===== src/sv/chcb_pkg.sv =====
// Shared types and constants for the canonical Huffman code builder.
package chcb_pkg;

    localparam int MAX_LEN = 16;                  // longest code length
    localparam int LEN_W   = 5;                   // code length field width
    localparam int CNT_W   = 8;                   // per-length count width
    localparam int SYM_W   = 8;                   // symbol width
    localparam int CODE_W  = 16;                  // output code width
    localparam int ACODE_W = CODE_W + 1;          // running code, one guard bit
    localparam int IDX_W   = $clog2(MAX_LEN);     // count table index width
    localparam int KRAFT_W = CNT_W + MAX_LEN;     // weighted count sum width
    localparam int GROUPS  = 4;                   // partial sums in the check tree
    localparam int GROUP_N = MAX_LEN / GROUPS;    // lengths per partial sum

    localparam logic OP_COUNT  = 1'b0;
    localparam logic OP_SYMBOL = 1'b1;

    typedef enum logic [1:0] {
        ERR_NONE      = 2'd0,
        ERR_BAD_TABLE = 2'd1,
        ERR_BEYOND    = 2'd2
    } err_t;

    // Count table write, issued at transaction acceptance.
    typedef struct packed {
        logic             en;
        logic             restart;
        logic [IDX_W-1:0] idx;
        logic [CNT_W-1:0] cnt;
    } wr_t;

    // Readout result for one symbol.
    typedef struct packed {
        err_t              err;
        logic [CODE_W-1:0] code;
        logic [LEN_W-1:0]  len;
    } res_t;

endpackage


===== src/sv/canonical_huffman_code_builder_unit.sv =====
// Top level of the canonical Huffman code builder (count load, symbol readout).
// Path: a result passes through the stage 1 register and then the output register to m_valid.
// Throughput: one transaction per cycle while the output register is not stalled; a symbol
//   right behind a count transaction waits while the count overflow check finishes in stage 1.
// Reset: synchronous, active low; clears counts, readout pointer and error flag.
//   The count RAM itself is not cleared; per-length nonzero bits cover it.
module canonical_huffman_code_builder_unit (
    input  logic                         aclk,
    input  logic                         aresetn,
    input  logic                         s_valid,
    output logic                         s_ready,
    input  logic                         s_operation,
    input  logic [chcb_pkg::LEN_W-1:0]   s_code_length,
    input  logic [chcb_pkg::CNT_W-1:0]   s_length_count,
    input  logic [chcb_pkg::SYM_W-1:0]   s_symbol,
    output logic                         m_valid,
    input  logic                         m_ready,
    output logic [chcb_pkg::SYM_W-1:0]   m_out_symbol,
    output logic [chcb_pkg::CODE_W-1:0]  m_code_bits,
    output logic [chcb_pkg::LEN_W-1:0]   m_code_len,
    output logic [1:0]                   m_error
);

    // Stage 0 (accept cycle): count writes go to the RAM and the check tree
    // leaves; symbol readout runs against the registered RAM data.
    // Stage 1 (p1): check tree finishes; results move to the output register.

    logic                        acc, len_ok, sym_en, block, adv1, p1_has_res;
    logic                        kraft_err, kraft_set;
    logic [chcb_pkg::LEN_W-1:0]  len_m1;
    chcb_pkg::wr_t               wr;
    chcb_pkg::res_t              rd_res;

    logic                        p1_valid_reg, p1_valid_next;
    logic                        p1_chk_reg, p1_chk_next;
    logic                        p1_sym_reg, p1_sym_next;
    logic [chcb_pkg::SYM_W-1:0]  p1_symbol_reg, p1_symbol_next;
    chcb_pkg::res_t              p1_res_reg, p1_res_next;

    logic                        m_valid_reg, m_valid_next;
    logic [chcb_pkg::SYM_W-1:0]  m_symbol_reg, m_symbol_next;
    logic [chcb_pkg::CODE_W-1:0] m_code_reg, m_code_next;
    logic [chcb_pkg::LEN_W-1:0]  m_len_reg, m_len_next;
    chcb_pkg::err_t              m_err_reg, m_err_next;

    // Handshake: p1 frees when the output register can take its result.
    assign adv1    = !m_valid_reg || m_ready;
    // A symbol must see the error flag of a count still in the check stage.
    assign block   = (s_operation == chcb_pkg::OP_SYMBOL) && p1_valid_reg && p1_chk_reg;
    assign s_ready = (!p1_valid_reg || adv1) && !block;
    assign acc     = s_valid && s_ready;

    // Count transactions outside 1..MAX_LEN are dropped without a result.
    assign len_ok = (s_code_length >= chcb_pkg::LEN_W'(1)) &&
                    (s_code_length <= chcb_pkg::LEN_W'(chcb_pkg::MAX_LEN));
    assign len_m1 = s_code_length - chcb_pkg::LEN_W'(1);

    assign wr.en      = acc && (s_operation == chcb_pkg::OP_COUNT) && len_ok;
    assign wr.restart = (s_code_length == chcb_pkg::LEN_W'(1));
    assign wr.idx     = len_m1[chcb_pkg::IDX_W-1:0];
    assign wr.cnt     = s_length_count;
    assign sym_en     = acc && (s_operation == chcb_pkg::OP_SYMBOL);

    // Table error is raised as the failing count leaves the check stage.
    assign kraft_set = p1_valid_reg && p1_chk_reg && kraft_err && adv1;

    chcb_kraft u_kraft (
        .aclk     (aclk),
        .aresetn  (aresetn),
        .wr       (wr),
        .over_err (kraft_err)
    );

    chcb_readout u_readout (
        .aclk      (aclk),
        .aresetn   (aresetn),
        .wr        (wr),
        .sym_en    (sym_en),
        .kraft_set (kraft_set),
        .res       (rd_res)
    );

    // Stage 1 register
    always_comb begin
        p1_valid_next  = acc ? 1'b1 : (adv1 ? 1'b0 : p1_valid_reg);
        p1_chk_next    = p1_chk_reg;
        p1_sym_next    = p1_sym_reg;
        p1_symbol_next = p1_symbol_reg;
        p1_res_next    = p1_res_reg;
        if (acc) begin
            p1_chk_next    = wr.en;
            p1_sym_next    = sym_en;
            p1_symbol_next = s_symbol;
            p1_res_next    = rd_res;
        end
    end

    assign p1_has_res = p1_valid_reg && (p1_sym_reg || (p1_chk_reg && kraft_err));

    // Output register; a count overflow reports symbol 0 with a zero code.
    always_comb begin
        m_valid_next  = adv1 ? p1_has_res : m_valid_reg;
        m_symbol_next = m_symbol_reg;
        m_code_next   = m_code_reg;
        m_len_next    = m_len_reg;
        m_err_next    = m_err_reg;
        if (adv1 && p1_has_res) begin
            if (p1_sym_reg) begin
                m_symbol_next = p1_symbol_reg;
                m_code_next   = p1_res_reg.code;
                m_len_next    = p1_res_reg.len;
                m_err_next    = p1_res_reg.err;
            end else begin
                m_symbol_next = '0;
                m_code_next   = '0;
                m_len_next    = '0;
                m_err_next    = chcb_pkg::ERR_BAD_TABLE;
            end
        end
    end

    always_ff @(posedge aclk) begin
        if (!aresetn) begin
            p1_valid_reg <= 1'b0;
            p1_chk_reg   <= 1'b0;
            p1_sym_reg   <= 1'b0;
            m_valid_reg  <= 1'b0;
        end else begin
            p1_valid_reg <= p1_valid_next;
            p1_chk_reg   <= p1_chk_next;
            p1_sym_reg   <= p1_sym_next;
            m_valid_reg  <= m_valid_next;
        end
    end

    always_ff @(posedge aclk) begin
        p1_symbol_reg <= p1_symbol_next;
        p1_res_reg    <= p1_res_next;
        m_symbol_reg  <= m_symbol_next;
        m_code_reg    <= m_code_next;
        m_len_reg     <= m_len_next;
        m_err_reg     <= m_err_next;
    end

    assign m_valid      = m_valid_reg;
    assign m_out_symbol = m_symbol_reg;
    assign m_code_bits  = m_code_reg;
    assign m_code_len   = m_len_reg;
    assign m_error      = m_err_reg;

    // A good code always has a length in range.
    assert property (@(posedge aclk) disable iff (!aresetn)
        (m_valid && (m_error == chcb_pkg::ERR_NONE)) |->
            ((m_code_len != '0) &&
             (m_code_len <= chcb_pkg::LEN_W'(chcb_pkg::MAX_LEN))))
        else $error("good code with length out of range");

    // Any error result carries no code.
    assert property (@(posedge aclk) disable iff (!aresetn)
        (m_valid && (m_error != chcb_pkg::ERR_NONE)) |->
            ((m_code_bits == '0) && (m_code_len == '0)))
        else $error("error result with nonzero code");

    // Every accepted symbol reaches stage 1 as a result.
    assert property (@(posedge aclk) disable iff (!aresetn)
        sym_en |=> (p1_valid_reg && p1_sym_reg && !p1_chk_reg))
        else $error("symbol transaction lost before stage 1");

    // No symbol is taken while a count is still in the check stage.
    assert property (@(posedge aclk) disable iff (!aresetn)
        (p1_valid_reg && p1_chk_reg) |-> !sym_en)
        else $error("symbol accepted ahead of count check");

endmodule


===== src/sv/chcb_ram.sv =====
// Generic single-write, single-read RAM with registered read data.
module chcb_ram #(
    parameter int WIDTH = 8,
    parameter int DEPTH = 16,
    localparam int AddrW = (DEPTH > 1) ? $clog2(DEPTH) : 1
) (
    input  logic             aclk,
    input  logic             we,
    input  logic [AddrW-1:0] waddr,
    input  logic [WIDTH-1:0] wdata,
    input  logic [AddrW-1:0] raddr,
    output logic [WIDTH-1:0] rdata
);

    logic [WIDTH-1:0] mem_reg [DEPTH];
    logic [WIDTH-1:0] rdata_reg;

    // read returns old data on a same-address write
    always_ff @(posedge aclk) begin
        if (we) begin
            mem_reg[waddr] <= wdata;
        end
        rdata_reg <= mem_reg[raddr];
    end

    assign rdata = rdata_reg;

endmodule


===== src/sv/chcb_kraft.sv =====
// Count overflow check: registered weighted-sum tree over the stored counts.
module chcb_kraft (
    input  logic          aclk,
    input  logic          aresetn,
    input  chcb_pkg::wr_t wr,
    output logic          over_err
);

    logic [chcb_pkg::CNT_W-1:0]   leaf_reg [chcb_pkg::MAX_LEN];
    logic [chcb_pkg::CNT_W-1:0]   leaf_next [chcb_pkg::MAX_LEN];
    logic [chcb_pkg::KRAFT_W-1:0] grp_reg [chcb_pkg::GROUPS];
    logic [chcb_pkg::KRAFT_W-1:0] grp_next [chcb_pkg::GROUPS];
    logic [chcb_pkg::LEN_W-1:0]   chk_len_reg;
    logic [chcb_pkg::CNT_W-1:0]   chk_cnt_reg;
    logic [chcb_pkg::LEN_W-1:0]   wr_len;
    logic [chcb_pkg::KRAFT_W-1:0] wsum;
    logic [chcb_pkg::KRAFT_W-1:0] scaled;
    logic [chcb_pkg::KRAFT_W:0]   total;
    logic                         sum_full;

    localparam logic [chcb_pkg::KRAFT_W-1:0] Full = chcb_pkg::KRAFT_W'(1) << chcb_pkg::MAX_LEN;

    assign wr_len = chcb_pkg::LEN_W'(wr.idx) + chcb_pkg::LEN_W'(1);

    always_comb begin
        for (int k = 0; k < chcb_pkg::MAX_LEN; k++) begin
            leaf_next[k] = wr.restart ? '0 : leaf_reg[k];
        end
        leaf_next[wr.idx] = wr.cnt;
    end

    // stage A: per-group sum of count * 2^(MAX_LEN - length), shorter lengths only
    always_comb begin
        int j;
        for (int g = 0; g < chcb_pkg::GROUPS; g++) begin
            grp_next[g] = '0;
            for (int i = 0; i < chcb_pkg::GROUP_N; i++) begin
                j = g * chcb_pkg::GROUP_N + i + 1;
                if (chcb_pkg::LEN_W'(j) < wr_len) begin
                    grp_next[g] = grp_next[g] +
                        (chcb_pkg::KRAFT_W'(leaf_reg[j-1]) << (chcb_pkg::MAX_LEN - j));
                end
            end
        end
    end

    always_ff @(posedge aclk) begin
        if (!aresetn) begin
            for (int k = 0; k < chcb_pkg::MAX_LEN; k++) begin
                leaf_reg[k] <= '0;
            end
        end else if (wr.en) begin
            leaf_reg <= leaf_next;
        end
    end

    always_ff @(posedge aclk) begin
        if (wr.en) begin
            grp_reg     <= grp_next;
            chk_len_reg <= wr_len;
            chk_cnt_reg <= wr.cnt;
        end
    end

    // stage B: free codes exhausted means any nonzero count overflows
    always_comb begin
        wsum = '0;
        for (int g = 0; g < chcb_pkg::GROUPS; g++) begin
            wsum = wsum + grp_reg[g];
        end
    end

    assign scaled   = chcb_pkg::KRAFT_W'(chk_cnt_reg) <<
                      (chcb_pkg::LEN_W'(chcb_pkg::MAX_LEN) - chk_len_reg);
    assign total    = {1'b0, scaled} + {1'b0, wsum};
    assign sum_full = wsum > Full;
    assign over_err = sum_full ? (chk_cnt_reg != '0) : (total > {1'b0, Full});

endmodule


===== src/sv/chcb_readout.sv =====
// Symbol readout: canonical code assignment over the count table RAM.
module chcb_readout (
    input  logic             aclk,
    input  logic             aresetn,
    input  chcb_pkg::wr_t    wr,
    input  logic             sym_en,
    input  logic             kraft_set,
    output chcb_pkg::res_t   res
);

    logic [chcb_pkg::LEN_W-1:0]   alen_reg, alen_next;
    logic [chcb_pkg::CNT_W-1:0]   asg_reg, asg_next;
    logic [chcb_pkg::ACODE_W-1:0] acode_reg, acode_next;
    logic                         terr_reg, terr_next;
    logic [chcb_pkg::MAX_LEN-1:0] nz_reg, nz_next;
    logic                         fwd_hit_reg, fwd_hit_next;
    logic [chcb_pkg::CNT_W-1:0]   fwd_data_reg;

    logic [chcb_pkg::CNT_W-1:0]   ram_q, cnt_raw, cur_cnt, asg_base;
    logic [chcb_pkg::IDX_W-1:0]   raddr, cur_idx;
    logic [chcb_pkg::LEN_W-1:0]   cur_m1, next_m1, nl, new_len, shamt;
    logic [chcb_pkg::ACODE_W-1:0] shifted, limit;
    logic                         in_range, stay, found, beyond, overflow;

    chcb_ram #(
        .WIDTH(chcb_pkg::CNT_W),
        .DEPTH(chcb_pkg::MAX_LEN)
    ) u_cnt_ram (
        .aclk  (aclk),
        .we    (wr.en),
        .waddr (wr.idx),
        .wdata (wr.cnt),
        .raddr (raddr),
        .rdata (ram_q)
    );

    // RAM is read ahead at the next readout length, so its registered data matches alen_reg
    assign next_m1      = alen_next - chcb_pkg::LEN_W'(1);
    assign raddr        = next_m1[chcb_pkg::IDX_W-1:0];
    assign fwd_hit_next = wr.en && (wr.idx == raddr);

    assign cur_m1   = alen_reg - chcb_pkg::LEN_W'(1);
    assign cur_idx  = cur_m1[chcb_pkg::IDX_W-1:0];
    assign in_range = alen_reg <= chcb_pkg::LEN_W'(chcb_pkg::MAX_LEN);
    assign cnt_raw  = fwd_hit_reg ? fwd_data_reg : ram_q;
    assign cur_cnt  = nz_reg[cur_idx] ? cnt_raw : '0;
    assign stay     = in_range && (asg_reg < cur_cnt);
    assign asg_base = stay ? asg_reg : '0;

    // first longer length holding any code
    always_comb begin
        found = 1'b0;
        nl    = '0;
        for (int k = chcb_pkg::MAX_LEN - 1; k >= 0; k--) begin
            if (nz_reg[k] && (chcb_pkg::LEN_W'(k) >= alen_reg)) begin
                found = 1'b1;
                nl    = chcb_pkg::LEN_W'(k + 1);
            end
        end
    end

    assign new_len  = stay ? alen_reg :
                      (found ? nl : chcb_pkg::LEN_W'(chcb_pkg::MAX_LEN + 1));
    assign shamt    = new_len - alen_reg;
    assign shifted  = acode_reg << shamt;
    assign limit    = chcb_pkg::ACODE_W'(1) << new_len;
    assign beyond   = new_len > chcb_pkg::LEN_W'(chcb_pkg::MAX_LEN);
    assign overflow = !beyond && (shifted >= limit);

    always_comb begin
        res.err  = chcb_pkg::ERR_NONE;
        res.code = shifted[chcb_pkg::CODE_W-1:0];
        res.len  = new_len;
        if (terr_reg || overflow) begin
            res.err  = chcb_pkg::ERR_BAD_TABLE;
            res.code = '0;
            res.len  = '0;
        end else if (beyond) begin
            res.err  = chcb_pkg::ERR_BEYOND;
            res.code = '0;
            res.len  = '0;
        end
    end

    always_comb begin
        alen_next  = alen_reg;
        asg_next   = asg_reg;
        acode_next = acode_reg;
        terr_next  = terr_reg || kraft_set;
        nz_next    = nz_reg;
        if (wr.en) begin
            if (wr.restart) begin
                alen_next  = chcb_pkg::LEN_W'(1);
                asg_next   = '0;
                acode_next = '0;
                terr_next  = 1'b0;
                nz_next    = '0;
            end
            nz_next[wr.idx] = (wr.cnt != '0);
        end else if (sym_en && !terr_reg) begin
            alen_next  = new_len;
            acode_next = shifted;
            asg_next   = asg_base;
            if (overflow) begin
                terr_next = 1'b1;
            end else if (!beyond) begin
                acode_next = shifted + chcb_pkg::ACODE_W'(1);
                asg_next   = asg_base + chcb_pkg::CNT_W'(1);
            end
        end
    end

    always_ff @(posedge aclk) begin
        if (!aresetn) begin
            alen_reg    <= chcb_pkg::LEN_W'(1);
            asg_reg     <= '0;
            acode_reg   <= '0;
            terr_reg    <= 1'b0;
            nz_reg      <= '0;
            fwd_hit_reg <= 1'b0;
        end else begin
            alen_reg    <= alen_next;
            asg_reg     <= asg_next;
            acode_reg   <= acode_next;
            terr_reg    <= terr_next;
            nz_reg      <= nz_next;
            fwd_hit_reg <= fwd_hit_next;
        end
    end

    always_ff @(posedge aclk) begin
        fwd_data_reg <= wr.cnt;
    end

endmodule


===== config.mk =====
export PLATFORM = sky130hd
export DESIGN_NAME = canonical_huffman_code_builder_unit
export DESIGN_NICKNAME = d
export VERILOG_FILES = /design/src/sv/chcb_pkg.sv /design/src/sv/canonical_huffman_code_builder_unit.sv /design/src/sv/chcb_ram.sv /design/src/sv/chcb_kraft.sv /design/src/sv/chcb_readout.sv
export SDC_FILE = /design/constraint.sdc
export NUM_CORES = 1
export LEC_CHECK = 0
export BUFFER_PORTS_ARGS = -buffer_cell sky130_fd_sc_hd__buf_4
export CORE_MARGIN = 4
export CORE_UTILIZATION = 55
export CTS_CLUSTER_SIZE = 8
export DETAILED_ROUTE_END_ITERATION = 16
export PLACE_DENSITY = 0.71
export SLEW_MARGIN = 20
export SYNTH_ARGS = -nofsm -noshare
export SYNTH_HDL_FRONTEND = slang
export SYNTH_HIERARCHICAL = 1
export SYNTH_SLANG_ARGS = --single-unit

===== constraint.sdc =====
create_clock -name aclk -period 15.4 [get_ports aclk]
set_input_delay 0.77 -clock aclk [delete_from_list [all_inputs] [get_ports aclk]]
set_output_delay 0.77 -clock aclk [all_outputs]
set_load 0.01 [all_outputs]

# After elaboration in Yosys (flattened, before gate mapping)
# Memory sizes are Yosys's and may differ from the RTL's. A register that Yosys moved wholly into a read port is not among the register bits.
# Index checks and enable logic that the tools add are counted.
# totals
register_bits	359
latch_bits	0
ram_bits	128
rom_bits	0
input_bits	26
n_memories	1
# op_classes
n_addsub	24
n_mul	0
n_div	0
order_cmp	45
eq_ne	3
shift	3
muxes	102
n_bitwise	2
reduce_logical	52
# memory_table
name	words	width	rd	rd_ports_with_merged_regs	write_ports	line	source
u_readout.u_cnt_ram.mem_reg	16	8	1	1	1	chcb_ram.sv:15	logic [WIDTH-1:0] mem_reg [DEPTH];
# op_table
operator	count
$mux 24	12
$mux 8	25
$bwmux 128	1
$mux 5	21
$mux 17	5
$add 24x24->24	3
$mux 23	2
$ge 4x5->1 const A	8
$lt 4x5->1 const A	8
$logic_and 1x1->1	36
$demux 8 s4	1
$mux 16	2
$mux 1	27
$add 24x24->25	1
$gt 25x17->1 const B	1
$add 23x22->24	1
$add 24x12->24	1
$add 24x13->24	1
$add 24x16->24	1
$add 24x17->24	1
$add 24x20->24	1
$add 24x21->24	1
$add 24x8->24	1
$add 24x9->24	1
other kinds (46)	69

# Depth between registers and ports, before layout
# Gate-level depths: netlist (run 1).
# logic_depth
depth_word	27
depth_mapped	40

# Cells and area by module
# Netlist (run 1), hierarchy kept.
# modules_own_cells
module	instances	cells_each	area_per_inst_um2
chcb_kraft	1	1744	15308.4
chcb_readout	1	721	5570.3
chcb_ram	1	229	5147.4
canonical_huffman_code_builder_unit	1	134	2388.5

# Least setup slack after synthesis (run 1)
# No wires, ideal clock.
# synth_timing
kind	flip-flop to flip-flop
from	register u_readout/alen_reg[0] in the netlist's numbering
to	register u_readout/acode_reg[15] in the netlist's numbering
arrival_ns	8.596
required_ns	15.278
path_slack_ns	6.682
path_stages_with_launch	39
period_less_slack_ns	8.718
path_cell_list	dfxtp_1 -> buf_2 -> inv_1 -> ha_1 -> mux4_2 -> mux2i_1 -> mux2i_1 -> nand2_1 -> ha_1 -> a21o_1 -> a221oi_1 -> o2111ai_1 -> o21a_1 -> buf_2 -> a41oi_1 -> inv_1 -> ha_1 -> a21oi_1 -> [... 3 more ...] -> or2_1 -> buf_4 -> mux4_2 -> and2_1 -> ha_1 -> nand4_1 -> nor4_1 -> a211o_1 -> a21o_1 -> a211oi_1 -> nand3_1 -> o21ai_2 -> nand3_1 -> nor4_2 -> and4bb_1 -> nand4_1 -> xnor2_1 -> o21ai_1
# synth_between
elab_chain_cells	27
word_cells_on_any_way	85
# synth_rtl
item	line	source
start, declared	chcb_readout.sv:11	logic [chcb_pkg::LEN_W-1:0] alen_reg, alen_next;
start signal, assigned	chcb_readout.sv:115	alen_reg <= chcb_pkg::LEN_W'(1);
start signal, assigned	chcb_readout.sv:122	alen_reg <= alen_next;
$ge 4x5->1	chcb_readout.sv:55	if (nz_reg[k] && (chcb_pkg::LEN_W'(k) >= alen_reg)) begin
$logic_and 1x1->1	chcb_readout.sv:55	
$mux 1 / $mux 5 (equally long branches) (16 in a row)	chcb_readout.sv:55	
$mux 5	chcb_readout.sv:63	(found ? nl : chcb_pkg::LEN_W'(chcb_pkg::MAX_LEN + 1));
$mux 5	chcb_readout.sv:62	assign new_len = stay ? alen_reg :
$sub 5x5->5	chcb_readout.sv:64	assign shamt = new_len - alen_reg;
$shl 17x5->17	chcb_readout.sv:65	assign shifted = acode_reg << shamt;
$add 17x1->17 / $ge 17x17->1 (equally long branches)	chcb_readout.sv:107, chcb_readout.sv:68	
$mux 17 / $logic_and 1x1->1 (equally long branches)	chcb_readout.sv:106, chcb_readout.sv:68	
$mux 17 *	chcb_readout.sv:104	if (overflow) begin
$mux 17 *	chcb_readout.sv:100	end else if (sym_en && !terr_reg) begin
$mux 17 *	chcb_readout.sv:91	if (wr.en) begin
end signal, assigned	chcb_readout.sv:124	acode_reg <= acode_next;
end, declared	chcb_readout.sv:13	logic [chcb_pkg::ACODE_W-1:0] acode_reg, acode_next;
# Every way passes the cells marked *; elsewhere a longest branch is shown, timed or not. The select of a mux whose other input is x is not followed.
# A chain may end at the register's enable or synchronous reset.

# Final worst setup path (run 1)
# layout_timing
from	register u_readout/alen_reg[0] in the netlist's numbering
to	register u_readout/acode_reg[8] in the netlist's numbering
# The elaborated chain is that of the path after synthesis.

==> results of run 1 <==
[layer usage]
layer | GRT usage | vias to the layer above | part of all wire | wire length, um
met3 | 0.0430 | 142 | 0.066 | 5050
met1 | 0.375 | 10800 | 0.45 | 34100
met2 | 0.428 | 746 | 0.46 | 35000
met5 | 0 | - | 0.00035 | 27
met4 | 0.0890 | 4 | 0.031 | 2380
li1 | - | 10400 | - | -
[power breakdown]
part           switching, mW  internal [mW]  total, mW
Sequential            0.0192           1.32       1.33
Combinational          0.515          0.288      0.803
Clock                  0.555          0.822       1.38
Total                   1.09           2.43       3.51
[cells in the final DEF (no fill, tap or decap), types with 46 or more instances in the layout]
cell | netlist | layout
edfxtp_1 | 257 | 257
dfxtp_1 | 196 | 196
ha_1 | 191 | 191
nand2_1 | 185 | 185
nor2_1 | 182 | 181
inv_1 | 168 | 168
a21oi_1 | 167 | 167
a22oi_1 | 155 | 155
nor2b_1 | 153 | 153
and2_1 | 97 | 94
o21ai_0 | 86 | 85
buf_4 | 4 | 81
xnor2_1 | 73 | 73
clkbuf_16 | 0 | 67
nand3_1 | 55 | 55
xor2_1 | 56 | 54
nor3_1 | 47 | 46
[metrics by stage]
stage / power [mW] / hold slack [ps] / util / instances
final: 3.51 / 352 / 0.613 / 3583
after global placement: 2.12 / 458 / 0.574 / 3471
after detailed placement: 2.14 / 456 / 0.574 / 3471
after floorplan: 1.93 / 417 / - / 2830
after global routing: 3.67 / 331 / 0.613 / 3583
after CTS: 3.53 / 330 / 0.613 / 3583
[final cells by class]
| type | instances | area, um2 | area share |
|---|---|---|---|
| Clock inverter | 6 | 156 | 0.00498 |
| Inverter | 175 | 657 | 0.0209 |
| Sequential cell | 453 | 11600 | 0.371 |
| Clock buffer | 106 | 1830 | 0.0584 |
| Tap cell | 680 | 851 | 0.0271 |
| Multi-Input combinational cell | 2082 | 15700 | 0.499 |
| Timing Repair Buffer | 81 | 608 | 0.0194 |
[cells by family after synthesis]
| family | count (synthesis) |
|---|---|
| other | 1 |
| XOR/XNOR | 131 |
| buffers and inverters | 295 |
| adder cells (fa/ha/maj) | 218 |
| multiplexers | 120 |
| flip-flops | 453 |
| AND/OR/NAND/NOR | 890 |
| AO/OA/AOI/OAI | 720 |
[worst paths after layout]
path / end / cells past startpoint
worst max-delay path: u_readout/acode_reg[8] / 35
worst min register to register: u_readout/acode_reg[15] / 2
worst max register to register: u_readout/acode_reg[8] / 35
worst min-delay path: p1_symbol_reg[3] / 1
==> results.md, run 1 <==
Flow run:
- The reported max-cap violation count is 0.

Timing:
- The count of endpoints failing setup in the final report is 0.
- The total count of max-transition violations in the final report is 0.
- In the final timing run, aggregate negative setup slack is 0 ps.
- The final number of hold-violating endpoints is 0.
- Headroom to the max-slew limit came out at 0.184.
- Setup repair after global routing left no endpoint under its margin.
- For this run, the top clock speed supported by timing is 95.9 MHz.
- The maximum clock skew at final layout is 40.8 ps.
- The minimum period implied by the final worst setup slack is 10430 ps.
- The minimum setup slack in the final design is 4970 ps.
- For the pin with the worst max-slew slack, the measured transition is 1220 ps.
- Dividing the final minimum period by the clock period gives 0.677.

Route:
- The average via count per standard cell is 6.16.
- Dividing the detail-routed wire length by the instance count gives 21.4 um.
- The total routed wirelength is 76500 um.
- In this run the remaining antenna-violating nets after routing total 0.
- The number of DRC violations after detailed routing is 0.
- The first-pass iteration count of the detailed router is 6.
- Across all layers, the routed design uses 22100 vias.
- After the first detailed-routing iteration, the DRC count stood at 1851.

Critical path:
- The register-to-register setup slack is 4970 ps.
- The largest single stage delay on the critical path is 670 ps.
- The critical path data arrival time is 10940 ps.
- The critical path starts at u_readout/alen_reg[0].
- The critical path buffer and inverter count is 2.
- The kind of end point of the critical path is a register.
- The critical register-to-register path startpoint is u_readout/alen_reg[0].
- The category of the worst setup path launch point is a register.
- Along the worst path, the maximum fanout reaches 15.
- The cell seen most often among critical-path stages is ha_1.
- The cell type group with the largest total delay on the critical path is compound AO/OA/AOI/OAI gates.
- Data on the critical path is required at its endpoint by 15910 ps.
- The cell with the largest stage delay on the worst path is dfxtp_1.
- The worst setup path is of the reg -> reg kind.

Die:
- The chip width is 235 um.
- In this run the count of I/O pins placed on the die edge is 59.
- The initial utilization of the core area, before any placement, comes to 0.555.
- Row generation in the floorplan step produced 83 rows.
- The floorplan step defined a die boundary enclosing 55400 um2.
- The core outline area is 51200 um2.
- Measured along the y axis, the die boundary spans 235 um.

Placement:
- Routability-driven placement finished with a final weighted congestion of 0.970.
- Port buffering added 58 buffers.
- The half-perimeter wire length of the detailed placement result is 53500 um.
- The cell area after placement is 29400 um2.
- The worst setup timing slack at the placement stage is 5100 ps.

GRT:
- The total congestion overflow after global routing is 0.
- The initial antenna violation count is 5.
- The maximum number of pins on one net before global-route repair is 86.
- The first global-routing pass estimated 120000 um of wire.
- In the global route stage, overall resource usage came out at 0.268.
- The number of global-route vias before repair came to 21400.

CTS:
- The clock latency of the later-clocked register in the worst-skew pair is 610 ps.
- TritonCTS built the clock tree.
- The clock net in this run drives a total of 453 sinks.
- The post-cts gate resize count is 0.
- Clock-pin slew was measured on the worst setup and hold paths at 50 ps.
- The total CTS buffers is 66.
- The number of setup buffers added after CTS is 0.
- The number of buffers added to fix hold violations after cts is 0.
- The clock tree root buffer cell is clkbuf_16.
- The count of H-tree levels built during CTS is 3.
- The buffer depth of the longest clock path is 3.

Synth:
- The share of synthesized registers carrying an async set or reset is 0.
- Of the total synthesized cell area, the portion taken by AND, OR, NAND and NOR gates is 0.166.
- The largest area contributor in the netlist is edfxtp_1.
- Yosys mapped a number of flops with a built-in enable equal to 257.
- The register bit count reported by yosys is 453.
- The cell area that synthesis handed to floorplanning was 28400 um2.
- After synthesis, the mean cell area works out to 10.0 um2.
- By area the synthesized netlist is led by edfxtp_1, dfxtp_1, ha_1.
- After synthesis, the netlist uses 116 different library cells.
- By count the netlist is led by edfxtp_1, dfxtp_1, ha_1.
- For this run, the register share of the synthesized area comes to 0.410.
- Of the post-synthesis cell area, the part taken by muxes is 0.0671.
- During synthesis, Yosys emitted a total of 6 warnings.
- In the synthesized netlist, the number of instances is 2828.
- The dominant combinational cell family by area after synthesis is compound AO/OA/AOI/OAI gates.
- The post-synthesis compound-gate area fraction is 0.171.
- The most numerous cell in the Yosys netlist is edfxtp_1.
- Of the total synthesized cell area, the portion taken by full adders, half adders and majority gates is 0.103.
- The share of synthesized area in the top cell type comes to 0.272.
- Of the total synthesized cell area, the portion taken by XOR and XNOR cells is 0.0413.
- The leading register cell type out of synthesis is edfxtp_1.

Finish:
- The count of filler cells inserted in the layout is 4228.
- The finished cells cover 31400 um2.
- The fraction of layout instances using a drive strength above 1 is 0.0992.
- The post-synthesis to final-layout area growth is 10.5%.
- The final layout contains 3103 nets.
- The antenna diode count is 0.

Power and ir drop:
- In this run the power density over the cells is 112 nW/um2.
- The leakage dissipation is 12.1 nW.
- The worst vdd rail ir drop is 0.0851 mV.

Worst hold path:
- The kind of path behind the tightest hold check is in -> reg.
- The worst hold path begins at s_symbol[3].

Status:
- The run finished with clean final reports.
Power figures use the tool's default switching activity.
==> run 2, diff against run 1 <==
- PLACE_DENSITY: 0.71 -> 0.74
- clock period: 15.4 -> 9.31 ns (I/O delays scaled with it)
==> run 2 against run 1 <==
Against the previous run: count of clock-buffer cells in the layout down 1; setup slack worse by 4500 ps; critical path depth up 1; via count up 0.75%; sequential power up 66%; worst hold slack worse by 300 ps; register-to-register slack worse by 4500 ps; wire length about the same; critical endpoint is now u_readout/acode_reg[11]; largest cell class unchanged.
==> results.md, run 2 (synthesis gave the netlist of run 1 again) <==
CTS:
- The number of buffers added for setup after CTS came to 0 (unchanged).
- The count of H-tree levels built during CTS is 3 (unchanged).
- The cell sitting at the root of the clock tree is a clkbuf_16.
- The number of sinks on the clock net is 453 (unchanged).
- The number of buffers added to fix hold violations after cts is 0 (unchanged).
- The clock-pin slew reported for the worst setup and hold paths after clock tree synthesis was 50 ps (about the same).
- The clock tree from TritonCTS is yes.
- The total CTS buffers is 66 (unchanged).
- The clock latency of the later-clocked register in the worst-skew pair is 610 ps (about the same).
- The buffer depth of the longest clock path is 3 (unchanged).

Timing:
- The worst hold margin is 54.5 ps (-297 ps).
- The final total negative setup slack is 0 ps (unchanged).
- The count of endpoints failing setup in the final report came to 0 (unchanged).
- The headroom to the max-slew limit is 0.200 (+0.0156).
- The total count of max-transition violations in the final report is 0 (unchanged).
- The slew at the pin with the worst max-slew slack came to 1190 ps (-34.1 ps).
- The part of the cycle the worst path needs is 0.954 (+0.277).
- Setup repair after global routing left no endpoint under its margin.
- The minimum period implied by the final worst setup slack came to 8890 ps (-1540 ps).
- The final number of hold-violating endpoints was 0 (unchanged).
- The achievable clock frequency is 113 MHz (+17%).
- The maximum clock skew at final layout is 31.6 ps (-9.21 ps).

Route:
- The vias after detailed routing is 22300 (+0.75%).
- The number of DRC violations after detailed routing is 0 (unchanged).
- The top routing layer in use is met5.
- The count of nets left with antenna violations after detail routing was 0 (unchanged).
- The total routed wire length on the met1 layer is 33700 um (-1.2%).
- The total routed wirelength is 76600 um (about the same).
- The met3 wire length came to 5710 um (+13%).
- The wire length per cell after detailed routing is 21.2 um (-0.70%).
- The met2 layer wire length in the routed design is 35100 um (+0.41%).
- The first-pass iteration count of the detailed router is 6 (unchanged).
- The average via count per standard cell came to 6.16 (about the same).
- The number of DRC markers in iteration 0 came to 2225 (+20%).

Finish:
- The commonest non-fill, non-tap cell in the layout is edfxtp_1.
- The count of filler cells inserted in the layout came to 4154 (-1.8%).
- From synthesis to final layout, the design area changed by 11.3%.
- The antenna diode count came to 0 (unchanged).
- The count of nets after finishing is 3131 (+0.90%).
- In the layout the commonest cells are edfxtp_1, dfxtp_1, ha_1.
- The fraction of layout instances using a drive strength above 1 is 0.107 (+0.00826).

Worst hold path:
- The kind of path behind the tightest hold check is in -> reg.

Status:
- The run finished with clean final reports.

GRT:
- The maximum number of pins on one net before global-route repair came to 80 (-7.0%).
- The total congestion overflow after global routing is 0 (unchanged).
- The global router's overall resource usage is 0.270 (+0.00195).
- The initial antenna violation count is 3 (-2).
- The global-route wire length before repair is 121000 um (+0.97%).
- The number of global-route vias before repair is 22000 (+2.8%).

Power and ir drop:
- The cell area power density is 185 nW/um2 (+65%).
- The post-layout total power was 5.85 mW (+66%).
- The leakage dissipation is 12.2 nW (+1.1%).
- The worst vdd rail ir drop was 0.144 mV (+69%).

Critical path:
- The required time reported for the critical path endpoint was 9820 ps (-6090 ps).
- The kind of end point of the critical path is a register.
- The worst setup path is of the reg -> reg kind.
- The highest net fanout along the worst path is 12 (-3).
- The largest individual stage delay along the critical path comes from the cell mux4_2.
- The category of the worst setup path launch point is a register.
- The delay of the slowest cell on the worst path was 560 ps (-110 ps).
- The critical path data arrival time was 9400 ps (-1540 ps).
- The cell seen most often among critical-path stages is ha_1.

Die:
- The area of the die came to 55400 um2 (unchanged).
- The initial standard-cell utilization of the core is 0.555 (unchanged).
- The number of primary I/O pins is 59 (unchanged).
- The number of standard-cell rows in the floorplan is 83 (unchanged).
- The core outline area came to 51200 um2 (unchanged).
- The chip width is 235 um (unchanged).
- The vertical extent of the die is 235 um (unchanged).

Flow run:
- The reported max-cap violation count is 0 (unchanged).

Placement:
- The half-perimeter wire length of the detailed placement result is 53900 um (+0.83%).
- The count of buffers inserted at the top-level ports came to 58 (unchanged).
- The routability congestion estimate is 0.916 (-5.5%).
==> run 2: cell count changes in the layout (fill, tap and decap cells not counted), sizes merged <==
| cell | delta |
|---|---|
| buf | +28 |
| clkbuf | -1 |
| clkinv | +1 |
==> run 2: path summary, 6_finish.rpt <==
check,slack [ps],endpoint,startpoint,cells past startpoint
worst max-delay path,420,u_readout/acode_reg[11],u_readout/alen_reg[0],36
worst min-delay path,50,p1_symbol_reg[6],s_symbol[6],1
worst max register to register,420,u_readout/acode_reg[11],u_readout/alen_reg[0],36
worst min register to register,460,u_readout/acode_reg[15],u_readout/acode_reg[15],2
==> run 2: where the power goes <==
group / switching (mW) / internal (mW)
registers: 0.0297 / 2.18
logic: 0.864 / 0.499
clock network: 0.928 / 1.35
total: 1.82 / 4.02
==> run 2: routing by layer <==
layer	vias to the layer above	track usage
met2	872	0.431
met4	2	0.0815
li1	10500	-
met5	-	0
met1	10800	0.378
met3	143	0.0485
==> run 2: critical path: cells and delay by family, from the launching register on <==
family	cells	cell delay, ps
AO/OA/AOI/OAI	13	3220
XOR/XNOR	1	160
adder cells (fa/ha/maj)	4	1270
buffers and inverters	3	410
flip-flops	1	320
multiplexers	4	1490
AND/OR/NAND/NOR	11	1920
==> run 2: metrics by stage <==
step | worst slack (ps) | cell area (um2) | std cells | utilization
2_1_floorplan | 592 | 28400 | 2830 | -
3_3_place_gp | 447 | 29600 | 3498 | 0.578
3_5_place_dp | 233 | 29600 | 3498 | 0.578
4_1_cts | 159 | 31600 | 3610 | 0.617
5_1_grt | 27.1 | 31600 | 3611 | 0.618
6_report | 424 | 31600 | 3611 | 0.618
==> run 2: repair_timing <==
item	in CTS	in global routing
endpoints found under the setup margin	0	37
resized for setup	0	8
hold endpoints to repair	0	0
==> run 2: area by class of cell <==
cell class	instances	area, um2	area share
Clock buffer	105	1810	0.0571
Clock inverter	7	186	0.00589
Inverter	175	657	0.0208
Multi-Input combinational cell	2082	15700	0.495
Sequential cell	453	11600	0.368
Tap cell	680	851	0.0269
Timing Repair Buffer	109	826	0.0261
